<file path="src/rtl/handheld_memory_map_bus_macros.svh">
// Assertion helpers shared by the bus RTL.
`ifndef HANDHELD_MEMORY_MAP_BUS_MACROS_SVH
`define HANDHELD_MEMORY_MAP_BUS_MACROS_SVH

// Check prop in the same cycle as cond.
`define HMMB_ASSERT_IMPL(label, clk, rst, cond, prop) \
  label: assert property (@(posedge clk) disable iff (rst) (cond) |-> (prop)) \
    else $error("hmmb check failed");

// Check prop in the cycle after cond.
`define HMMB_ASSERT_NEXT(label, clk, rst, cond, prop) \
  label: assert property (@(posedge clk) disable iff (rst) (cond) |=> (prop)) \
    else $error("hmmb check failed");

`endif

</file>
<file path="src/rtl/hmmb_pkg.sv">
package hmmb_pkg;

  localparam int unsigned ADDR_W      = 16;
  localparam int unsigned DATA_W      = 8;
  localparam int unsigned WORD_W      = 16;
  localparam int unsigned MEM_DEPTH   = 65536;
  localparam int unsigned DMA_LENGTH  = 160;
  localparam int unsigned QUEUE_DEPTH = 2;

  localparam logic [1:0] ACT_READ_BYTE = 2'd0;
  localparam logic [1:0] ACT_READ_WORD = 2'd1;
  localparam logic [1:0] ACT_WRITE     = 2'd2;
  localparam logic [1:0] ACT_LOAD      = 2'd3;

  localparam logic [ADDR_W-1:0] ROM_END        = 16'h8000;
  localparam logic [ADDR_W-1:0] ECHO_START     = 16'hE000;
  localparam logic [ADDR_W-1:0] ECHO_END       = 16'hFE00;
  localparam logic [ADDR_W-1:0] ECHO_OFFSET    = 16'h2000;
  localparam logic [ADDR_W-1:0] OAM_START      = 16'hFE00;
  localparam logic [ADDR_W-1:0] RESTRICT_START = 16'hFEA0;
  localparam logic [ADDR_W-1:0] RESTRICT_END   = 16'hFEFF;
  localparam logic [ADDR_W-1:0] REG_DIV        = 16'hFF04;
  localparam logic [ADDR_W-1:0] REG_LY         = 16'hFF44;
  localparam logic [ADDR_W-1:0] REG_DMA        = 16'hFF46;

  typedef struct packed {
    logic [1:0]        action;
    logic [ADDR_W-1:0] address;
    logic [DATA_W-1:0] write_value;
  } request_t;

  typedef struct packed {
    logic [WORD_W-1:0] read_value;
    logic              refused;
  } response_t;

  typedef enum logic [2:0] {
    OP_READ_BYTE,
    OP_READ_WORD,
    OP_STORE,
    OP_ECHO,
    OP_REFUSE,
    OP_DMA
  } op_kind_t;

  typedef struct packed {
    op_kind_t          kind;
    logic [ADDR_W-1:0] address;
    logic [DATA_W-1:0] data;
  } queue_entry_t;

  typedef struct packed {
    logic full;
    logic empty;
  } queue_status_t;

  function automatic logic in_restricted(input logic [ADDR_W-1:0] a);
    return (a >= RESTRICT_START) && (a < RESTRICT_END);
  endfunction

endpackage

</file>
<file path="src/rtl/hmmb_front.sv">
module hmmb_front (
  input  hmmb_pkg::request_t     request,
  output hmmb_pkg::queue_entry_t entry
);

  always_comb begin
    entry.address = request.address;
    entry.data    = request.write_value;
    entry.kind    = hmmb_pkg::OP_STORE;
    unique case (request.action)
      hmmb_pkg::ACT_READ_BYTE: entry.kind = hmmb_pkg::OP_READ_BYTE;
      hmmb_pkg::ACT_READ_WORD: entry.kind = hmmb_pkg::OP_READ_WORD;
      hmmb_pkg::ACT_LOAD:      entry.kind = hmmb_pkg::OP_STORE;
      hmmb_pkg::ACT_WRITE: begin
        if (request.address == hmmb_pkg::REG_DMA) begin
          entry.kind = hmmb_pkg::OP_DMA;
        end else if (request.address < hmmb_pkg::ROM_END) begin
          entry.kind = hmmb_pkg::OP_REFUSE;
        end else if (request.address >= hmmb_pkg::ECHO_START &&
                     request.address < hmmb_pkg::ECHO_END) begin
          entry.kind = hmmb_pkg::OP_ECHO;
        end else if (hmmb_pkg::in_restricted(request.address)) begin
          entry.kind = hmmb_pkg::OP_REFUSE;
        end else if (request.address == hmmb_pkg::REG_DIV ||
                     request.address == hmmb_pkg::REG_LY) begin
          // Counter registers clear on any write.
          entry.data = '0;
        end
      end
      default: entry.kind = hmmb_pkg::OP_STORE;
    endcase
  end

endmodule

</file>
<file path="config.mk">
export PLATFORM = sky130hd
export DESIGN_NAME = hmmb_front
export DESIGN_NICKNAME = d
export VERILOG_FILES = /design/src/rtl/handheld_memory_map_bus_macros.svh /design/src/rtl/hmmb_pkg.sv /design/src/rtl/hmmb_front.sv
export SDC_FILE = /design/constraint.sdc
export NUM_CORES = 1
export LEC_CHECK = 0
export BUFFER_PORTS_ARGS = -buffer_cell sky130_fd_sc_hd__buf_2
export CAP_MARGIN = 20
export CORE_AREA = 5 5 42 44
export DETAILED_ROUTE_END_ITERATION = 8
export DIE_AREA = 0 0 47 49
export GPL_TIMING_DRIVEN = 0
export MAX_ROUTING_LAYER = met4
export PLACE_DENSITY_LB_ADDON = 0.3
export SLEW_MARGIN = 20
export SYNTH_ARGS = -nofsm -noshare
export SYNTH_HDL_FRONTEND = slang
export SYNTH_SLANG_ARGS = --single-unit
export TNS_END_PERCENT = 50
</file>
<file path="constraint.sdc">
create_clock -name vclk -period 2.2
set_input_delay 0.22 -clock vclk [all_inputs]
set_output_delay 0.22 -clock vclk [all_outputs]
set_load 0.03 [all_outputs]
</file>
# After elaboration in Yosys (flattened, before gate mapping)
# Index checks and enable logic that the tools add are counted.
# totals
ff_bits	0
inputBits	26
output_inout_bits	27
elab_cells	26
# classes
n_lt_le_gt_ge	5
n_eq_ne	6
muxes	11
n_reduce_logical	4
# op_table
operator	n
equality test 16 bit (second input constant)	3
less-than comparator 16 bit (second input constant)	3
two-way mux 8 bit	6
greater-or-equal comparator 16 bit (second input constant)	2
two-way mux 3 bit	4
one-hot mux 3 bit (4 select lines)	1
equality test 2 bit (second input constant)	2
equality test 2 x 1 -> 1 bit (second input constant)	1
logical AND 1 bit	2
zero test 2 bit	1
logical OR 1 bit	1

# Longest topological paths before layout
# Gate-level depths: netlist of the first run.
# logic_depth
word_depth	8
ltp_mapped	4
ltp_nobuf	4

# Worst setup path before layout of the first run
# OpenSTA, ideal clock, no wires.
# synth_timing
path_type	input port to output port
from	input request[8] (netlist bit)
to	output entry[25] (netlist bit)
arrival_time_ns	1.366
t_required_ns	1.980
setup_slack_ns	0.614
cell_stages	4
path_buffers	0
path_cell_list	and4bb_1 -> nand4_1 -> o311ai_1 -> a21boi_0
# synth_rtl
item	line_no	rtl
start: declaration	hmmb_front.sv:2	input hmmb_pkg::request_t request,
end: declaration	hmmb_front.sv:3	output hmmb_pkg::queue_entry_t entry

==> impl_metrics.toml, run 1 <==
[power]
fin_total_pwr_uw = 148
vdd_drop_max_uv = 85.1
p_leak_nw = 0.374
p_per_area_nw_per_um2 = 238

[worst_hold_path]
min_path_type = "in2out"

[cells_and_area]
n_clock_buffer = 0
layout-drive-gt1-share = 0.735
final_cell_mix = "buf_2, buf_4, nor2b_1"
design.seq.count = 0
multi_input_area_sq_um = 213
area_growth_syn_to_layout_pct = 84.8
fin_cells = 114
final_common_cell = "buf_2"
fillers = 156
fin_area_sq_um = 622
fin_nets = 126
antenna-diode-count = 0
register_area_sq_um = 0

[placement]
post-dp-hpwl_microns = 1120
io_buffers = 53
pre_cts_slack_ns = 0.593
place_inst = 114
postPlaceCellArea_sq_um = 622
gp_congestion = 0.657

[drt]
vias_per_cell = 4.43
drc_errors = 0
ant_nets = 0
wl_per_cell_microns = 10.7
drtIter0Drc = 1
vias = 505
drt-total-wl_microns = 1220
first_pass_iters = 2

[critical_path]
cp_max_fo = 8
cp.arrival_ns = 1.37
worstPathRequired_ns = 1.98
cp-end-kind = "primary output"
crit_type = "in2out"
worstSetupStartpointType = "input pin"

[synth]
yosys_warnings = 0
synth_top_cells_by_area = "buf_4, nor2b_1, nand4_1"
netlist_instances = 45
synth_area_sq_um = 337
synth_fp_nets = 71
synth_top_area_frac = 0.357
synth.yosys.seq_area_share = 0
yosysTopAreaCell = "buf_4"
ys_types = 17
synth_area_per_cell_sq_um = 7.48

[global_route]
grt_first_pass_wirelength_microns = 2010
grt_overflow = 0
first_global_vias = 480
grt_max_degree = 9
antenna_found_initial = 0
grtUsageTotal = 0.109

[timing]
final_hold_viol_count = 0
final.setup.tns_ns = 0
slew_headroom = 0.788
rsz0062_at_grt = "false"
setup_viol = 0
finalMaxSlewViolations = 0
finalCriticalPeriod_ns = 1.59
worst_pin_slew_ns = 0.313
timing.fmax_mhz = 628
setup_ws_ns = 0.607
layout_worst_path_cycle_share = 0.724

[floorplanning]
rows = 14
initial_core_util = 0.240
die_y_microns = 49
ios = 53
dieArea_sq_um = 2300
die_w_microns = 47
core_area_sq_um = 1400

[clock_network]
cts_hold_buf = 0
cts_setup_buffers = 0
cts_resized = 0

[job]
max_cap_violations = 0

[outcome]
outcome = "finished clean"
power breakdown:
group / switching, mW / leakage, nW / total (mW) / internal, mW
Clock: 0 / 0 / 0 / 0
Combinational: 0.0880 / 0.374 / 0.148 / 0.0600
Sequential: 0 / 0 / 0 / 0
cell families after synthesis:
family	count (synthesis)	synth area share
AOI/OAI and AO/OA	5	0.108
buffers and inverters	17	0.368
and+or+nand+nor	23	0.524
cell type report:
cell class                 count  area share
buffer                        16       0.193
tap                           16      0.0322
timing repair buffer          53       0.427
inverter                       1     0.00604
multi-input combinational     28       0.342
path summary, 6_finish.rpt:
kind | cells after the start | start | endpoint
worst max-delay path | 6 | request[8] | entry[3]
worst min-delay path | 3 | request[25] | entry[24]
worst max-delay path, stage by stage:
cell and delay (ns):
buf_2 0.12, and4bb_1 0.32, nand4_2 0.13, nor3_4 0.32
nor2b_1 0.08, buf_2 0.19
per-layer routing:
metal	wire length, microns	track usage	vias up
met1	429	0.120	226
met4	0	0	0
met3	94	0.00738	0
met5	0	-	-
met2	692	0.213	20
li1	-	-	259
stage by stage:
stage	hold slack [ns]	util
final	0.775	0.444
after global routing	0.789	0.444
after CTS	0.779	0.444
after detailed placement	0.778	0.444
after global placement	0.776	0.444
after floorplan	0.572	-
synthesized netlist by cell type:
master and count:
and4b_1 1, buf_4 16, o21ai_0 1, a21boi_0 1, o311ai_1 1, nor2b_1 9
nor2_1 1, and4bb_1 1, nor3_4 1, inv_1 1, a41oi_1 1, nand4_2 1
and4_1 2, o22ai_1 1, nand4_1 5, nor3_2 1, and2_1 1
(Power assumes the default switching activity.)
==> run 2: changes to the inputs <==
==> constraint.sdc (replaced) <==
create_clock -name vclk -period 1.41
set_input_delay 0.141 -clock vclk [all_inputs]
set_output_delay 0.141 -clock vclk [all_outputs]
set_load 0.03 [all_outputs]
==> run 2 against run 1 <==
Final area up 9.7%. Sequential cell count unchanged. Power up 68%. Clock-buffer cell count unchanged. First-iteration DRC count rose to 3.0 times the previous value. Cell count up 1.8%. Combinational power up 68%. Largest cell class unchanged. Largest power group unchanged.
==> impl_metrics.toml, run 2 (synthesis gave the netlist of run 1 again) <==
[critical_path]
crit_family = "simple AND/OR/NAND/NOR gates"
cp-startpoint = "request[8]"
crit_path_end = "entry[4]"
critPathBufInv = 2
crit_type = "in2out"
worst-path-stages = 6
cpPeakStageDelay_ns = 0.32
cpMaxStageDelayCell = "nor3_4"
worstPathRequired_ns = 1.27
worstSetupStartpointType = "input pin"
cp-end-kind = "primary output"
cp.arrival_ns = 1.24
cp_max_fo = 8
crit_chain = "buf_8 -> and4bb_1 -> nand4_2 -> nor3_4 -> nor2b_1 -> buf_4"

[worst_hold_path]
min_path_type = "in2out"

[floorplanning]
dieArea_sq_um = 2300
initial_core_util = 0.240
core_area_sq_um = 1400
rows = 14
ios = 53
die_w_microns = 47
die_y_microns = 49

[drt]
vias_per_cell = 4.52
drt-total-wl_microns = 1290
ant_nets = 0
wl_per_cell_microns = 11.1
first_pass_iters = 2
drtIter0Drc = 3
drc_errors = 0
vias = 524

[cells_and_area]
antenna-diode-count = 0
area_growth_syn_to_layout_pct = 103
final_core_util = 0.487
design.seq.count = 0
final_cell_mix = "buf_2, buf_4, nor2b_1"
n_clock_buffer = 0
register_area_sq_um = 0
layout-drive-gt1-share = 0.750
fillers = 163
fin_nets = 128
final_common_cell = "buf_2"
fin_cells = 116

[global_route]
grt_first_pass_wirelength_microns = 2040
first_global_vias = 493
grtUsageTotal = 0.112
antenna_found_initial = 0
grt_max_degree = 9
grt_overflow = 0

[power]
p_per_area_nw_per_um2 = 364
vdd_drop_max_uv = 138
fin_total_pwr_uw = 248
p_leak_nw = 0.391

[job]
max_cap_violations = 0

[timing]
slew_headroom = 0.788
whs_ns = 0.618
layout_worst_path_cycle_share = 0.980
finalCriticalPeriod_ns = 1.38
setup_viol = 0
finalMaxSlewViolations = 0
worst_pin_slew_ns = 0.317
rsz0062_at_grt = "true"
final_hold_viol_count = 0
timing.fmax_mhz = 723

[outcome]
outcome = "finished clean"

[placement]
place_inst = 114
io_buffers = 53
post-dp-hpwl_microns = 1120
gp_congestion = 0.640
run 2: worst min-delay path by stage:
stage                           start        end  slack, ns  cells after the start
after global placement    request[25]  entry[24]       0.62                      3
after global routing      request[11]  entry[11]       0.64                      3
final                     request[25]  entry[24]       0.62                      3
after CTS                 request[25]  entry[24]       0.62                      3
after floorplan           request[10]  entry[10]       0.41                      1
after detailed placement  request[25]  entry[24]       0.62                      3
run 2: stage by stage:
step / TNS, ns / worst slack [ns] / cell area, sq um
finish: 0 / 0.0276 / 682
global route: -0.468 / -0.0676 / 682
CTS: 0 / 0.00571 / 653
detailed placement: -0.309 / -0.0392 / 622
global placement: -0.107 / -0.0194 / 622
floorplan: 0 / 0.203 / 337
run 2: layout make-up:
type | instances | area, sq um | share of cell area
Multi-Input combinational cell | 28 | 226 | 0.332
Inverter | 1 | 3.75 | 0.00550
Tap cell | 16 | 20.0 | 0.0294
Timing Repair Buffer | 55 | 312 | 0.457
Buffer | 16 | 120 | 0.176
run 2: routing by layer:
layer / vias to the layer above / global-route usage / wire length [microns]
li1: 262 / - / -
met1: 245 / 0.118 / 439
met2: 17 / 0.224 / 776
met3: 0 / 0.00738 / 77
met4: 0 / 0 / 0
met5: - / - / 0
run 2: what timing repair did:
action                                  4_1_cts  5_1_grt
endpoints found under the hold margin         0        0
endpoints found under the setup margin        9       10
hold buffers                                  0        0
cloned                                        0        0
resized for setup                             5       10
setup buffers                                 1        1
pin swaps                                     4        2
run 2: report_power, final:
group          switching, mW  internal (mW)
Combinational          0.141          0.107
Sequential                 0              0
Clock                      0              0
==> run 3: changes to the inputs <==
==> constraint.sdc (replaced) <==
create_clock -name vclk -period 1.41
set_input_delay 0.282 -clock vclk [all_inputs]
set_output_delay 0.282 -clock vclk [all_outputs]
set_load 0.03 [all_outputs]
==> run 3 against run 2 <==
The flow now finishes with violations (negative setup slack). Largest cell class unchanged. Cell count up 0.86%. Fmax shrank 18%. Non-clock buffer count increased by 1. Worst hold slack better by 0.28 ns. Sequential cell count unchanged. Clock-buffer cell count did not move. Final area grew 4.4%. Highest routed layer unchanged. Die area unchanged. Wire length grew 1.5%. Critical endpoint is now entry[2]. First-iteration DRC count grew to 4.7 times the previous value.
==> impl_metrics.toml, run 3 (synthesis gave the netlist of run 1 again) <==
[critical_path]
cp.arrival_ns = 1.40
worstPathRequired_ns = 1.13
cp-end-kind = "primary output"
crit_type = "in2out"
worstSetupStartpointType = "input pin"
cp_max_fo = 8

[floorplanning]
initial_core_util = 0.240
dieArea_sq_um = 2300
die_y_microns = 49
rows = 14
ios = 53
core_area_sq_um = 1400
die_w_microns = 47

[cells_and_area]
n_clock_buffer = 0
final_cell_mix = "buf_2, buf_4, nor2b_1"
register_area_sq_um = 0
layout-drive-gt1-share = 0.772
fin_nets = 129
fin_area_sq_um = 712
final_common_cell = "buf_2"
antenna-diode-count = 0
area_growth_syn_to_layout_pct = 112
design.seq.count = 0

[placement]
post-dp-hpwl_microns = 1110
postPlaceCellArea_sq_um = 631
gp_congestion = 0.656
io_buffers = 53

[drt]
vias_per_cell = 4.61
drt-total-wl_microns = 1310
wl_per_cell_microns = 11.2
first_pass_iters = 4
vias = 539
drc_errors = 0
ant_nets = 0
drtIter0Drc = 14

[timing]
final_hold_viol_count = 0
worst_pin_slew_ns = 0.325
whs_ns = 0.903
finalMaxSlewViolations = 0
timing.fmax_mhz = 593
slew_headroom = 0.783
setup_viol = 11
final.setup.tns_ns = -2.58
rsz0062_at_grt = "true"
layout_worst_path_cycle_share = 1.20
setup_ws_ns = -0.276
finalCriticalPeriod_ns = 1.69

[global_route]
grtUsageTotal = 0.112
grt_max_degree = 9
grt_overflow = 0
grt_first_pass_wirelength_microns = 2060
antenna_found_initial = 0
first_global_vias = 507

[job]
max_cap_violations = 0

[outcome]
outcome = "finished with violations"
violations = "negative setup slack"

[worst_hold_path]
min_path_type = "in2out"

[power]
p_per_area_nw_per_um2 = 361
p_leak_nw = 0.402
vdd_drop_max_uv = 145
## run 3: changes by cell type in the layout (fill, tap and decap cells not counted), sizes merged
cell,delta
buf,+1
## run 3: report_power, final
| part | internal, mW | switching (mW) |
|---|---|---|
| Clock | 0 | 0 |
| Combinational | 0.114 | 0.143 |
| Sequential | 0 | 0 |
| Total | 0.114 | 0.143 |
## run 3: metal layers
| metal | track usage | wire length (microns) |
|---|---|---|
| met1 | 0.118 | 430 |
| met2 | 0.226 | 762 |
| met3 | 0.00369 | 118 |
| met4 | 0 | 0 |
| met5 | - | 0 |
## run 3: cell type report
cell class                      instances  area (sq um)
Fill cell                             149           689
Timing Repair Buffer                   56           333
Inverter                                1          3.75
Multi-Input combinational cell         28           235
Buffer                                 16           120
Tap cell                               16          20.0
## run 3: worst max-delay path, cell delays in order
cell	delay [ns]
buf_6	0.09
and4bb_1	0.31
nand4_2	0.11
nor3_4	0.33
nor2b_1	0.09
buf_4	0.18
## run 3: timing repair
action	CTS	global route
setup endpoints to repair	11	11
gates resized for setup	15	1
hold buffers	0	0
buffers inserted	2	1
pin swaps	6	6
## run 3: through the flow
step	util	cells	power, mW	setup WS, ns
after floorplan	-	45	0.145	-0.0790
after global routing	0.508	117	0.273	-0.364
after global placement	0.450	114	0.232	-0.319
after detailed placement	0.450	114	0.235	-0.340
final	0.508	117	0.257	-0.276
after CTS	0.497	116	0.255	-0.287
## run 3: final timing paths
check | depth (start not counted) | to | startpoint
max | 6 | entry[2] | request[11]
min | 3 | entry[0] | request[0]
