--- src/rtl/handheld_memory_map_bus_macros.svh ---
// Assertion helpers shared by the bus RTL.
`ifndef HANDHELD_MEMORY_MAP_BUS_MACROS_SVH
`define HANDHELD_MEMORY_MAP_BUS_MACROS_SVH

// Check prop in the same cycle as cond.
`define HMMB_ASSERT_IMPL(label, clk, rst, cond, prop) \
  label: assert property (@(posedge clk) disable iff (rst) (cond) |-> (prop)) \
    else $error("hmmb check failed");

// Check prop in the cycle after cond.
`define HMMB_ASSERT_NEXT(label, clk, rst, cond, prop) \
  label: assert property (@(posedge clk) disable iff (rst) (cond) |=> (prop)) \
    else $error("hmmb check failed");

`endif

--- src/rtl/hmmb_pkg.sv ---
package hmmb_pkg;

  localparam int unsigned ADDR_W      = 16;
  localparam int unsigned DATA_W      = 8;
  localparam int unsigned WORD_W      = 16;
  localparam int unsigned MEM_DEPTH   = 65536;
  localparam int unsigned DMA_LENGTH  = 160;
  localparam int unsigned QUEUE_DEPTH = 2;

  localparam logic [1:0] ACT_READ_BYTE = 2'd0;
  localparam logic [1:0] ACT_READ_WORD = 2'd1;
  localparam logic [1:0] ACT_WRITE     = 2'd2;
  localparam logic [1:0] ACT_LOAD      = 2'd3;

  localparam logic [ADDR_W-1:0] ROM_END        = 16'h8000;
  localparam logic [ADDR_W-1:0] ECHO_START     = 16'hE000;
  localparam logic [ADDR_W-1:0] ECHO_END       = 16'hFE00;
  localparam logic [ADDR_W-1:0] ECHO_OFFSET    = 16'h2000;
  localparam logic [ADDR_W-1:0] OAM_START      = 16'hFE00;
  localparam logic [ADDR_W-1:0] RESTRICT_START = 16'hFEA0;
  localparam logic [ADDR_W-1:0] RESTRICT_END   = 16'hFEFF;
  localparam logic [ADDR_W-1:0] REG_DIV        = 16'hFF04;
  localparam logic [ADDR_W-1:0] REG_LY         = 16'hFF44;
  localparam logic [ADDR_W-1:0] REG_DMA        = 16'hFF46;

  typedef struct packed {
    logic [1:0]        action;
    logic [ADDR_W-1:0] address;
    logic [DATA_W-1:0] write_value;
  } request_t;

  typedef struct packed {
    logic [WORD_W-1:0] read_value;
    logic              refused;
  } response_t;

  typedef enum logic [2:0] {
    OP_READ_BYTE,
    OP_READ_WORD,
    OP_STORE,
    OP_ECHO,
    OP_REFUSE,
    OP_DMA
  } op_kind_t;

  typedef struct packed {
    op_kind_t          kind;
    logic [ADDR_W-1:0] address;
    logic [DATA_W-1:0] data;
  } queue_entry_t;

  typedef struct packed {
    logic full;
    logic empty;
  } queue_status_t;

  function automatic logic in_restricted(input logic [ADDR_W-1:0] a);
    return (a >= RESTRICT_START) && (a < RESTRICT_END);
  endfunction

endpackage

--- src/rtl/hmmb_queue.sv ---
`include "handheld_memory_map_bus_macros.svh"

module hmmb_queue (
  input  logic                    clk,
  input  logic                    rst,
  input  logic                    push,
  input  hmmb_pkg::queue_entry_t  push_entry,
  input  logic                    pop,
  output hmmb_pkg::queue_entry_t  head,
  output hmmb_pkg::queue_status_t status
);

  localparam int unsigned DEPTH = hmmb_pkg::QUEUE_DEPTH;
  localparam int unsigned PTR_W = (DEPTH > 1) ? $clog2(DEPTH) : 1;
  localparam int unsigned CNT_W = $clog2(DEPTH + 1);

  hmmb_pkg::queue_entry_t slots [DEPTH];
  logic [PTR_W-1:0] wr_ptr;
  logic [PTR_W-1:0] rd_ptr;
  logic [CNT_W-1:0] count;

  function automatic logic [PTR_W-1:0] bump(input logic [PTR_W-1:0] p);
    return (p == PTR_W'(DEPTH - 1)) ? '0 : p + PTR_W'(1);
  endfunction

  always_ff @(posedge clk) begin
    if (push) begin
      slots[wr_ptr] <= push_entry;
    end
  end

  always_ff @(posedge clk) begin
    if (rst) begin
      wr_ptr <= '0;
      rd_ptr <= '0;
      count  <= '0;
    end else begin
      if (push) begin
        wr_ptr <= bump(wr_ptr);
      end
      if (pop) begin
        rd_ptr <= bump(rd_ptr);
      end
      if (push && !pop) begin
        count <= count + CNT_W'(1);
      end else if (pop && !push) begin
        count <= count - CNT_W'(1);
      end
    end
  end

  assign head         = slots[rd_ptr];
  assign status.full  = (count == CNT_W'(DEPTH));
  assign status.empty = (count == '0);

  `HMMB_ASSERT_IMPL(a_pop_not_empty, clk, rst, pop, count != '0)
  `HMMB_ASSERT_IMPL(a_count_bound, clk, rst, 1'b1, count <= CNT_W'(DEPTH))

endmodule

--- config.mk ---
export PLATFORM = sky130hd
export DESIGN_NAME = hmmb_queue
export DESIGN_NICKNAME = d
export VERILOG_FILES = /design/src/rtl/hmmb_pkg.sv /design/src/rtl/hmmb_queue.sv
export VERILOG_INCLUDE_DIRS = /design/src /design/src/rtl
export SDC_FILE = /design/constraint.sdc
export NUM_CORES = 1
export LEC_CHECK = 0
export ABC_AREA = 0
export BUFFER_PORTS_ARGS = -buffer_cell sky130_fd_sc_hd__buf_4
export CORE_MARGIN = 3
export CORE_UTILIZATION = 42
export CTS_CLUSTER_DIAMETER = 100
export CTS_CLUSTER_SIZE = 28
export DETAILED_ROUTE_END_ITERATION = 6
export PLACE_DENSITY = 0.73
export SLEW_MARGIN = 10
export SYNTH_ARGS = -nofsm -noshare
export SYNTH_HDL_FRONTEND = slang
export SYNTH_SLANG_ARGS = --single-unit
export TNS_END_PERCENT = 100
--- constraint.sdc ---
create_clock -name clk -period 2.2 [get_ports clk]
set_input_delay 0.11 -clock clk [delete_from_list [all_inputs] [get_ports clk]]
set_output_delay 0.11 -clock clk [all_outputs]
set_load 0.02 [all_outputs]
Word-level counts from Yosys, hierarchy flattened

Memory sizes are Yosys's and may differ from the RTL's. A register that Yosys moved wholly into a read port is not among the register bits.
Cells that the tools add are included.

Register bits: 4
Memory bits (writable): 54
Output and inout bits: 29
Word-level logic and storage cells: 23
Memories: 1

Memory list:

| name  | depth | bits a word | read ports | clocked after Yosys merged registers in | wr ports | line             | RTL |
|---|---|---|---|---|---|---|---|
| slots | 2     | 27          | 1          | 1                                       | 1        | hmmb_queue.sv:17 | `hmmb_pkg::queue_entry_t slots [DEPTH];` |

Add/subtract/negate cells: 4
Eq/ne operators: 1
Muxes and demuxes: 8
Reductions and logical operators: 6

Operators with widths:

| kind                                                               | number |
|---|---|
| 1-bit 2-to-1 mux                                                   | 6 |
| 2-bit 2-to-1 mux                                                   | 2 |
| 1-bit adder, second input constant                                 | 2 |
| 2-bit by 1-bit adder with 2-bit output, second input constant      | 1 |
| 2-bit equality test, second input constant                         | 1 |
| 1-bit logical AND                                                  | 2 |
| 1-bit logical NOT                                                  | 2 |
| 2-bit logical NOT                                                  | 1 |
| 2-bit nonzero test                                                 | 1 |
| 2-bit by 1-bit subtractor with 2-bit output, second input constant | 1 |

Logic depth before layout (Yosys ltp)

Gate-level depths: netlist of run 1.

Word-level depth: 4
Gate-level depth with buffers: 5
Depth with buffers taken out: 5

Worst setup path before layout of run 1

No wires, ideal clock.

Path kind: reg2reg
Start: reg wr_ptr
End: mem slots[0][0] in the netlist's numbering, enable pin
Library setup time: 0.414 ns
Arrival time: 1.548 ns
Data required time: 1.786 ns
Slack: 0.238 ns
Stages on the path, launching flop included: 2
Path buffers: 0
Clock period less this slack: 1.962 ns
Path through: dfxtp_1 nor2b_1

RTL lines:

| element                  | line             | RTL |
|---|---|---|
| start: declaration       | hmmb_queue.sv:18 | `logic [PTR_W-1:0] wr_ptr;` |
| start signal: assignment | hmmb_queue.sv:39 | `wr_ptr <= bump(wr_ptr);` |
| end: declaration         | hmmb_queue.sv:17 |  |

No word-level cell before the write port.

==> results.md, run 1 <==
- Status: completed
- Reg2reg start: wr_ptr$_SDFFE_PP0P_
- Starting density of the core: 0.4441
- Yosys warns: 0
- Area of the multi-input gates: 410.4 um^2
- Synth area leaders: edfxtp_1, mux2_2, dfxtp_1, nor2_1, xnor2_1
- Number of global-route vias before repair: 1,404
- Final Hold Fails: 0
- Register Area: 1722 um^2
- Slew HR: 0.6608
- Power Total: 2519 uW
- Critical path arrival: 1.64 ns
- Syn_area_per_cell: 20.31 um^2
- Share of cells above drive strength 1: 0.4952
- Fillers: 379
- I/O pin count: 60
- RSZ-0062 raised after global routing: false
- Post-DRT Antenna Nets: 0
- Clk slew on worst S/H paths: 0.06 ns
- WHS: 0.05860 ns
- Number of diodes: 0
- Most frequent cell after synthesis: edfxtp_1
- Achievable Freq: 0.5702 GHz
- Global-route wire length before repair: 6.727 mm
- DPL Wire Length: 2.830 mm
- Synth top cells by count: edfxtp_1, mux2_2, dfxtp_1, nor2_1
- Clock buffer depth: 2
- H-tree Lvls: 3
- Maximum capacitance violations: 0
- Chip Width: 77.60 um
- Final min period: 1.754 ns
- Post-Synthesis Cells: 106
- Core ar.: 4848 um^2
- Worst Tran Pin Value: 0.5065 ns
- Hold_sp: push
- WL final: 4.220 mm
- Setup violators final: 0
- Flops & latches, synth: 59
- Buffers inserted during post-CTS setup optimization: 0
- Synth async-reset ratio: 0
- Yosys top cell area share: 0.7531
- Placer Congestion: 0.6834
- Hold Path Depth: 3
- Clk_skew: 0.003334 ns
- Routed WL per cell: 15.35 um
- Yosys cell types: 16
- Worst ir drop on vdd: 515.9 uV
- Pwr dens: 802.2 nW/um^2
- CTS Sinks: 59
- Critical Path RT: 2.09 ns
- Pleak: 0.001207 uW
- Post-synth EDFFs: 54
- Initial antenna violation count: 0
- Die area: 6022 um^2
- Synthesized area: 2153 um^2
- Critical Setup Path Class: reg2out
- Row count: 25
- Root Buffer: clkbuf_8
- Residual DRC: 0
- Largest net degree at the start of global routing: 24
- FF-to-FF setup slack: 0.89 ns
- Total GRT Usage: 0.1531
- Worst Setup End Kind: output port
- Post-DR vias/cell: 4.553
- Drt initial violations: 79
- Worst setup SP type: flop
- Routed via count: 1,252
- Fin nets: 236
- Worst Hold Path EP: wr_ptr$_SDFFE_PP0P_
- Sequential area share after synthesis: 0.7995
- Synth Flop Type: edfxtp_1
- CTS tree: yes
- Worst skew pair latency: 0.32 ns
- Total grt overflow: 0
- Hold WC Path Type: in2reg
- Final worst-path cycle share: 0.7971
- Area Growth Syn to Fin: 45.85%
- Synth area leader: edfxtp_1
- Worst-path maximum fanout: 23
- Die height: 77.60 um
- Num CTS Buffers: 9
- Pins over their slew limit: 0
- R2R depth: 2
- # port buffers: 59
- Mapped Nets: 138
- Fin Setup TNS: 0 ns
- FF-to-FF End: slots[1][10]$_DFFE_PP_
- Drt first pass iters: 4
repair_timing:
item	4_1_cts	5_1_grt
gates resized for setup	0	0
hold buffers	28	0
endpoints found under the hold margin	59	0
how the worst max path moves through the flow:
stage                        start                    end  slack, ns  cells after the start
6_report                      flop               head[15]       0.45                      3
4_1_cts                       flop               head[15]       0.42                      3
5_1_grt                       flop               head[15]       0.37                      3
2_1_floorplan  wr_ptr$_SDFFE_PP0P_  slots[0][0]$_DFFE_PP_       0.24                      1
3_5_place_dp                  flop               head[15]       0.78                      3
3_3_place_gp                  flop               head[15]       0.81                      3
where the power goes:
part | switching (uW) | leakage [uW] | internal [uW]
Clock | 369 | 0.0000804 | 392
Sequential | 24.4 | 0.000548 | 1300
Combinational | 206 | 0.000578 | 223
cells by family (layout without fill, tap and decap cells):
kind of cell,Yosys count,in the layout,synth area share
flops,59,59,0.7995
mux,27,27,0.1412
simple gates,9,9,0.02151
xor+xnor,4,4,0.01627
buf+inv,4,106,0.01103
compound gates,2,2,0.004644
fa+ha+maj,1,1,0.005810
per-stage QoR:
| step | setup slack (ns) | area, um^2 | util | instances |
|---|---|---|---|---|
| 2_1_floorplan | 0.2380 | 2153 | - | 106 |
| 3_3_place_gp | 0.8081 | 2710 | 0.5590 | 232 |
| 3_5_place_dp | 0.7775 | 2710 | 0.5590 | 232 |
| 4_1_cts | 0.4165 | 3141 | 0.6477 | 275 |
| 5_1_grt | 0.3671 | 3141 | 0.6477 | 275 |
| 6_report | 0.4464 | 3141 | 0.6477 | 275 |
final cells by class:
type                    instances  share of cell area
inverters                       1            0.001195
clock buffers                  11             0.04183
multi-input cells              43              0.1307
well taps                      67             0.02669
flip-flops and latches         59              0.5482
clock inverters                 4            0.005976
repair buffers                 90              0.2454
sequential cells by signal (all words and copies together), names as in the netlist, named ones only:
register and count:
count 2, slots 54, rd_ptr 1, wr_ptr 1
per-layer routing:
layer  vias up  GRT usage  share of wire
met5         -          0              0
met4         0    0.08007          0.014
met3         7    0.06032          0.058
met1       601     0.1598           0.39
met2        42     0.2637           0.53
li1        602          -              -
critical path, stage by stage, from the launching register on:
cell and delay, ns:
dfxtp_1 0.42, buf_4 0.34, mux2_2 0.40, buf_4 0.16
layout by cell type, fill, tap and decap left out, types with 3 or more instances in the layout:
cell type / Yosys / routed
dlygate4sd3_1: 0 / 28
dfxtp_1: 5 / 5
clkinv_2: 0 / 3
nor2_1: 5 / 5
buf_4: 2 / 60
edfxtp_1: 54 / 54
mux2_2: 27 / 27
clkbuf_8: 0 / 9
(Power assumes the default switching activity.)
==> run 2, diff against run 1 <==
==> constraint.sdc (replaced) <==
create_clock -name clk -period 1.7 [get_ports clk]
set_input_delay 0.085 -clock clk [delete_from_list [all_inputs] [get_ports clk]]
set_output_delay 0.085 -clock clk [all_outputs]
set_load 0.02 [all_outputs]
==> run 2 against run 1 <==
Against the previous run:
- combinational power grew 29%
- sequential share of layout area shrank 0.50 points
- critical path type unchanged
- flip-flop and latch count is the same
- core utilization grew 0.59 points
- largest cell class unchanged
- largest power group unchanged
- wire length shrank 4.5%
- clock power grew 52%
- power grew 36%
- register-to-register slack lost 0.26 ns
- sequential power grew 29%
- die area is the same
==> results.md, run 2 (same netlist as run 1, synthesis figures left out) <==
- Status: completed (unchanged)
- Achievable Freq: 0.6646 GHz
- # port buffers: 59 (unchanged)
- Area Growth Syn to Fin: 47.18% (was 45.85%)
- Total grt overflow: 0 (unchanged)
- Clk slew on worst S/H paths: 0.06 ns (about the same)
- Final worst-path cycle share: 0.8851
- DP Area: 2708 um^2 (was 2710 um^2)
- Highest-count cells in the layout ignoring fill and taps: buf_4, edfxtp_1, dlygate4sd3_1 (unchanged)
- Chip Width: 77.60 um (unchanged)
- Worst ir drop on vdd: 892.8 uV (was 515.9 uV)
- Most common cell after layout, fill and taps aside: buf_4 (unchanged)
- Die area: 6022 um^2 (unchanged)
- Most used cell, CP: buf_4 (unchanged)
- RSZ-0062 raised after global routing: false (unchanged)
- Clock buffer depth: 2 (unchanged)
- Worst Setup End Kind: output port (unchanged)
- Pins over their slew limit: 0 (unchanged)
- Row count: 25 (unchanged)
- Flip-flop count of the largest register after layout: 54 (unchanged)
- Reg2reg start: wr_ptr$_SDFFE_PP0P_ (unchanged)
- Critical path cell sequence: buf_4 -> mux2_2 -> buf_4 (unchanged)
- Drt first pass iters: 4 (unchanged)
- Biggest regs: slots: 54 flops, count: 2 flops (unchanged)
- Hold_sp: push (unchanged)
- Largest net degree at the start of global routing: 18 (was 24)
- CTS tree: yes (unchanged)
- CTS Sinks: 59 (unchanged)
- I/O pin count: 60 (unchanged)
- R2R depth: 2 (unchanged)
- Critical path arrival: 1.42 ns (was 1.64 ns)
- Final WS setup: 0.1954 ns (was 0.4464 ns)
- Core ar.: 4848 um^2 (unchanged)
- Hold Path Depth: 3 (unchanged)
- Number of diodes: 0 (unchanged)
- Buffers & Inverters on Critical Path: 2 (unchanged)
- Initial antenna violation count: 0 (unchanged)
- Slew HR: 0.8471 (was 0.6608)
- FF-to-FF setup slack: 0.63 ns (was 0.89 ns)
- Buffers inserted during post-CTS setup optimization: 0 (unchanged)
- Share of cells above drive strength 1: 0.5166 (was 0.4952)
- Routed via count: 1,268 (was 1,252)
- Routed WL per cell: 14.50 um (was 15.35 um)
- Fin nets: 239 (was 236)
- Crit-path leading delay family: buffers and inverters (unchanged)
- Hold WC Path Type: in2reg (unchanged)
- Drt initial violations: 54 (was 79)
- CP max-delay cell: mux2_2 (was dfxtp_1)
- Dpl ws: 0.5347 ns (was 0.7775 ns)
- Critical Path RT: 1.62 ns (was 2.09 ns)
- Placer Congestion: 0.6748 (was 0.6834)
- Worst Tran Pin Value: 0.2293 ns (was 0.5065 ns)
- Number of global-route vias before repair: 1,440 (was 1,404)
- Reg with most FFs: slots (unchanged)
- Post-DR vias/cell: 4.561 (was 4.553)
- Pwr dens: 1081 nW/um^2 (was 802.2 nW/um^2)
- Total GRT Usage: 0.1458 (was 0.1531)
- Clk_skew: 0.004834 ns (was 0.003334 ns)
- Final min period: 1.505 ns
- Fin Setup TNS: 0 ns (unchanged)
- FF-to-FF End: slots[1][4]$_DFFE_PP_ (was slots[1][10]$_DFFE_PP_)
- Post-route cell area: 3169 um^2 (was 3141 um^2)
- Max incr delay on CP: 0.38 ns (was 0.42 ns)
- H-tree Lvls: 3 (unchanged)
- Num CTS Buffers: 9 (unchanged)
- Die height: 77.60 um (unchanged)
- Residual DRC: 0 (unchanged)
- Global-route wire length before repair: 6.630 mm (was 6.727 mm)
- Critical Setup Path Class: reg2out (unchanged)
- Final Hold Fails: 0 (unchanged)
- Worst skew pair latency: 0.32 ns (about the same)
- WL final: 4.030 mm (was 4.220 mm)
- DPL Wire Length: 2.635 mm (was 2.830 mm)
- Worst Hold Path EP: wr_ptr$_SDFFE_PP0P_ (unchanged)
- Setup violators final: 0 (unchanged)
- Pleak: 0.001229 uW (was 0.001207 uW)
- Post-DRT Antenna Nets: 0 (unchanged)
- Root Buffer: clkbuf_8 (unchanged)
- Worst setup SP type: flop (unchanged)
- Maximum capacitance violations: 0 (unchanged)
- Starting density of the core: 0.4441 (unchanged)
- Worst-path maximum fanout: 14 (was 23)
==> run 2: worst reg2reg max path: stages, from the launching register on <==
cell and delay (ns):
dfxtp_1 0.37, and2_1 0.16, buf_4 0.23
==> run 2: power breakdown <==
part | switching (uW) | leakage, uW | internal [uW]
Combinational | 265 | 0.000586 | 287
Clock | 501 | 0.0000946 | 657
Sequential | 28.7 | 0.000548 | 1690
Total | 795 | 0.00123 | 2630
==> run 2: through the flow <==
step | hold WS [ns] | cells | util | total power (uW)
floorplan | 0.1541 | 106 | - | 2018
global placement | 0.2694 | 235 | 0.5585 | 2234
detailed placement | 0.2730 | 235 | 0.5585 | 2251
CTS | 0.01132 | 278 | 0.6537 | 3472
global route | 0.06358 | 278 | 0.6537 | 3580
finish | 0.03356 | 278 | 0.6537 | 3427
==> run 2: cell type report <==
type                            instances  area [um^2]
Multi-Input combinational cell         43        410.4
Tap cell                               67        83.83
Timing Repair Buffer                   93        768.2
Sequential cell                        59         1722
Clock buffer                            9        123.9
Inverter                                1        3.754
Clock inverter                          6        57.56
Fill cell                             357         1679
==> run 2: routing by layer <==
layer  vias to the layer above  part of all wire  track usage
met4                         0            0.0052      0.05872
met3                         3             0.042      0.04292
li1                        607                 -            -
met5                         -                 0            0
met1                       618              0.41       0.1646
met2                        40              0.54       0.2568
==> run 2: how the worst max path moves through the flow <==
stage | from | to | slack, ns | cells past startpoint
floorplan | wr_ptr$_SDFFE_PP0P_ | slots[0][0]$_DFFE_PP_ | 0.24 | 1
finish | flop | head[4] | 0.20 | 3
detailed placement | flop | head[4] | 0.53 | 3
global placement | flop | head[4] | 0.56 | 3
CTS | flop | head[4] | 0.17 | 3
global route | flop | head[4] | 0.11 | 3
==> run 2: timing repair <==
item                      in CTS  in global routing
hold endpoints to repair      59                  0
hold buffers                  28                  0
resized for setup              0                  0
==> run 3, diff against run 2 <==
--- a/config.mk
+++ b/config.mk
@@ -8,6 +8,7 @@
 export LEC_CHECK = 0
 export ABC_AREA = 0
 export BUFFER_PORTS_ARGS = -buffer_cell sky130_fd_sc_hd__buf_4
+export CORE_ASPECT_RATIO = 1.1
 export CORE_MARGIN = 3
 export CORE_UTILIZATION = 42
 export CTS_CLUSTER_DIAMETER = 100
==> run 3 against run 2 <==
Against the previous run:
- global-route usage down 0.18 points
- clock-buffer cell count unchanged
- worst setup slack worse by 0.030 ns
- clock power about the same
- power down 0.11%
- sequential power about the same
- core utilization up 0.91 points
- largest cell class unchanged
- critical path depth unchanged
==> results.md, run 3 (same netlist as run 1, synthesis figures left out) <==
- Status: completed (unchanged)
- Flip-flop count of the largest register after layout: 54 (unchanged)
- FF-to-FF End: slots[1][0]$_DFFE_PP_ (was slots[1][4]$_DFFE_PP_)
- Worst Setup End Kind: output port (unchanged)
- RSZ-0062 raised after global routing: false (unchanged)
- Drt first pass iters: 4 (unchanged)
- Row count: 26 (was 25)
- Die height: 81.10 um (was 77.60 um)
- Core ar.: 4782 um^2 (was 4848 um^2)
- Worst-path maximum fanout: 11 (was 14)
- Highest-count cells in the layout ignoring fill and taps: buf_4, edfxtp_1, dlygate4sd3_1 (unchanged)
- Final Hold Fails: 0 (unchanged)
- Pleak: 0.001232 uW (was 0.001229 uW)
- Worst Hold Path EP: wr_ptr$_SDFFE_PP0P_ (unchanged)
- Critical Path RT: 1.62 ns (about the same)
- Hold_sp: push (unchanged)
- Post-route cell area: 3169 um^2 (unchanged)
- Power Total: 3423 uW (was 3427 uW)
- Buffers inserted during post-CTS setup optimization: 0 (unchanged)
- Worst skew pair latency: 0.32 ns (about the same)
- Biggest regs: slots: 54 flops, count: 2 flops (unchanged)
- CTS tree: yes (unchanged)
- Residual DRC: 0 (unchanged)
- Final worst-path cycle share: 0.9027 (was 0.8851)
- Routed via count: 1,245 (was 1,268)
- Clock buffer depth: 2 (unchanged)
- Fillers: 342 (was 357)
- Final core occ: 0.6627 (was 0.6537)
- Pwr dens: 1080 nW/um^2 (was 1081 nW/um^2)
- Final min period: 1.535 ns (was 1.505 ns)
- Number of diodes: 0 (unchanged)
- Drt initial violations: 69 (was 54)
- DPL Wire Length: 2.623 mm (was 2.635 mm)
- Num CTS Buffers: 9 (unchanged)
- Reg with most FFs: slots (unchanged)
- Starting density of the core: 0.4503 (was 0.4441)
- Initial antenna violation count: 0 (unchanged)
- Critical Setup Path Class: reg2out (unchanged)
- Placer Congestion: 0.7255 (was 0.6748)
- Post-DR vias/cell: 4.628 (was 4.561)
- Clk slew on worst S/H paths: 0.06 ns (about the same)
- R2R depth: 2 (unchanged)
- Slew HR: 0.7701 (was 0.8471)
- Fin Setup TNS: 0 ns (unchanged)
- Routed WL per cell: 14.79 um (was 14.50 um)
- # port buffers: 59 (unchanged)
- Chip Width: 74.27 um (was 77.60 um)
- Pins over their slew limit: 0 (unchanged)
- WL final: 3.979 mm (was 4.030 mm)
- Root Buffer: clkbuf_8 (unchanged)
- Total GRT Usage: 0.1441 (was 0.1458)
- Fin nets: 240 (was 239)
- Largest net degree at the start of global routing: 18 (unchanged)
- H-tree Lvls: 3 (unchanged)
- Hold Path Depth: 3 (unchanged)
- Area Growth Syn to Fin: 47.18% (unchanged)
- WHS: 0.03068 ns (was 0.03356 ns)
- Maximum capacitance violations: 0 (unchanged)
- Achievable Freq: 0.6516 GHz (was 0.6646 GHz)
- I/O pin count: 60 (unchanged)
- FF-to-FF setup slack: 0.43 ns (was 0.63 ns)
- DP Area: 2701 um^2 (was 2708 um^2)
- Worst setup SP type: flop (unchanged)
- Hold WC Path Type: in2reg (unchanged)
- Reg2reg start: wr_ptr$_SDFFE_PP0P_ (unchanged)
- Share of cells above drive strength 1: 0.5117 (was 0.5166)
- Post-DRT Antenna Nets: 0 (unchanged)
- Number of global-route vias before repair: 1,361 (was 1,440)
- Worst ir drop on vdd: 850.5 uV (was 892.8 uV)
- Total grt overflow: 0 (unchanged)
- Clk_skew: 0.004437 ns (was 0.004834 ns)
- Most common cell after layout, fill and taps aside: buf_4 (unchanged)
- Die area: 6023 um^2 (was 6022 um^2)
- Global-route wire length before repair: 6.251 mm (was 6.630 mm)
- Setup violators final: 0 (unchanged)
- Critical path arrival: 1.45 ns (was 1.42 ns)
- Worst Tran Pin Value: 0.3448 ns (was 0.2293 ns)
- CTS Sinks: 59 (unchanged)
run 3: stage by stage:
| stage | worst slack (ns) | instances |
|---|---|---|
| after floorplan | 0.2438 | 106 |
| after global placement | 0.4136 | 225 |
| after detailed placement | 0.3744 | 225 |
| after CTS | 0.01525 | 269 |
| after global routing | 0.09996 | 269 |
| final | 0.1654 | 269 |
run 3: final cells by class:
type	instances	area, um^2	share of cell area
clock buffers	9	123.9	0.03908
repair buffers	94	779.5	0.2460
multi-input cells	43	410.4	0.1295
inverters	1	3.754	0.001184
clock inverters	7	58.81	0.01856
flip-flops and latches	59	1723	0.5436
well taps	56	70.07	0.02211
run 3: report_power, final:
group / switching, uW / leakage (uW) / internal, uW
clock network: 497 / 0.0000915 / 655
logic: 260 / 0.000592 / 290
registers: 32.3 / 0.000549 / 1690
run 3: timing repair:
action                                 in CTS  in global routing
hold buffers                               28                  0
endpoints found under the hold margin      59                  0
setup endpoints to repair                   0                 12
resized for setup                           0                  2
run 3: routing by layer:
layer | routed length (um) | share of wire | vias to the layer above | track usage
li1 | - | - | 608 | -
met1 | 1601 | 0.40 | 583 | 0.1616
met2 | 2029 | 0.51 | 45 | 0.2447
met3 | 255 | 0.064 | 9 | 0.05074
met4 | 93 | 0.023 | 0 | 0.06584
met5 | 0 | 0 | - | 0
run 3: worst max path at each step:
stage | cells past startpoint | slack [ns] | startpoint | to
2_1_floorplan | 1 | 0.24 | wr_ptr$_SDFFE_PP0P_ | slots[0][0]$_DFFE_PP_
3_3_place_gp | 3 | 0.41 | flop | head[24]
3_5_place_dp | 3 | 0.37 | flop | head[24]
4_1_cts | 3 | 0.02 | flop | head[13]
5_1_grt | 3 | 0.1 | flop | head[7]
6_report | 3 | 0.17 | flop | head[1]
run 3: critical path: stages, from the launching register on:
cell and delay [ns]:
dfxtp_2 0.40, buf_4 0.22, mux2_2 0.35, buf_4 0.16
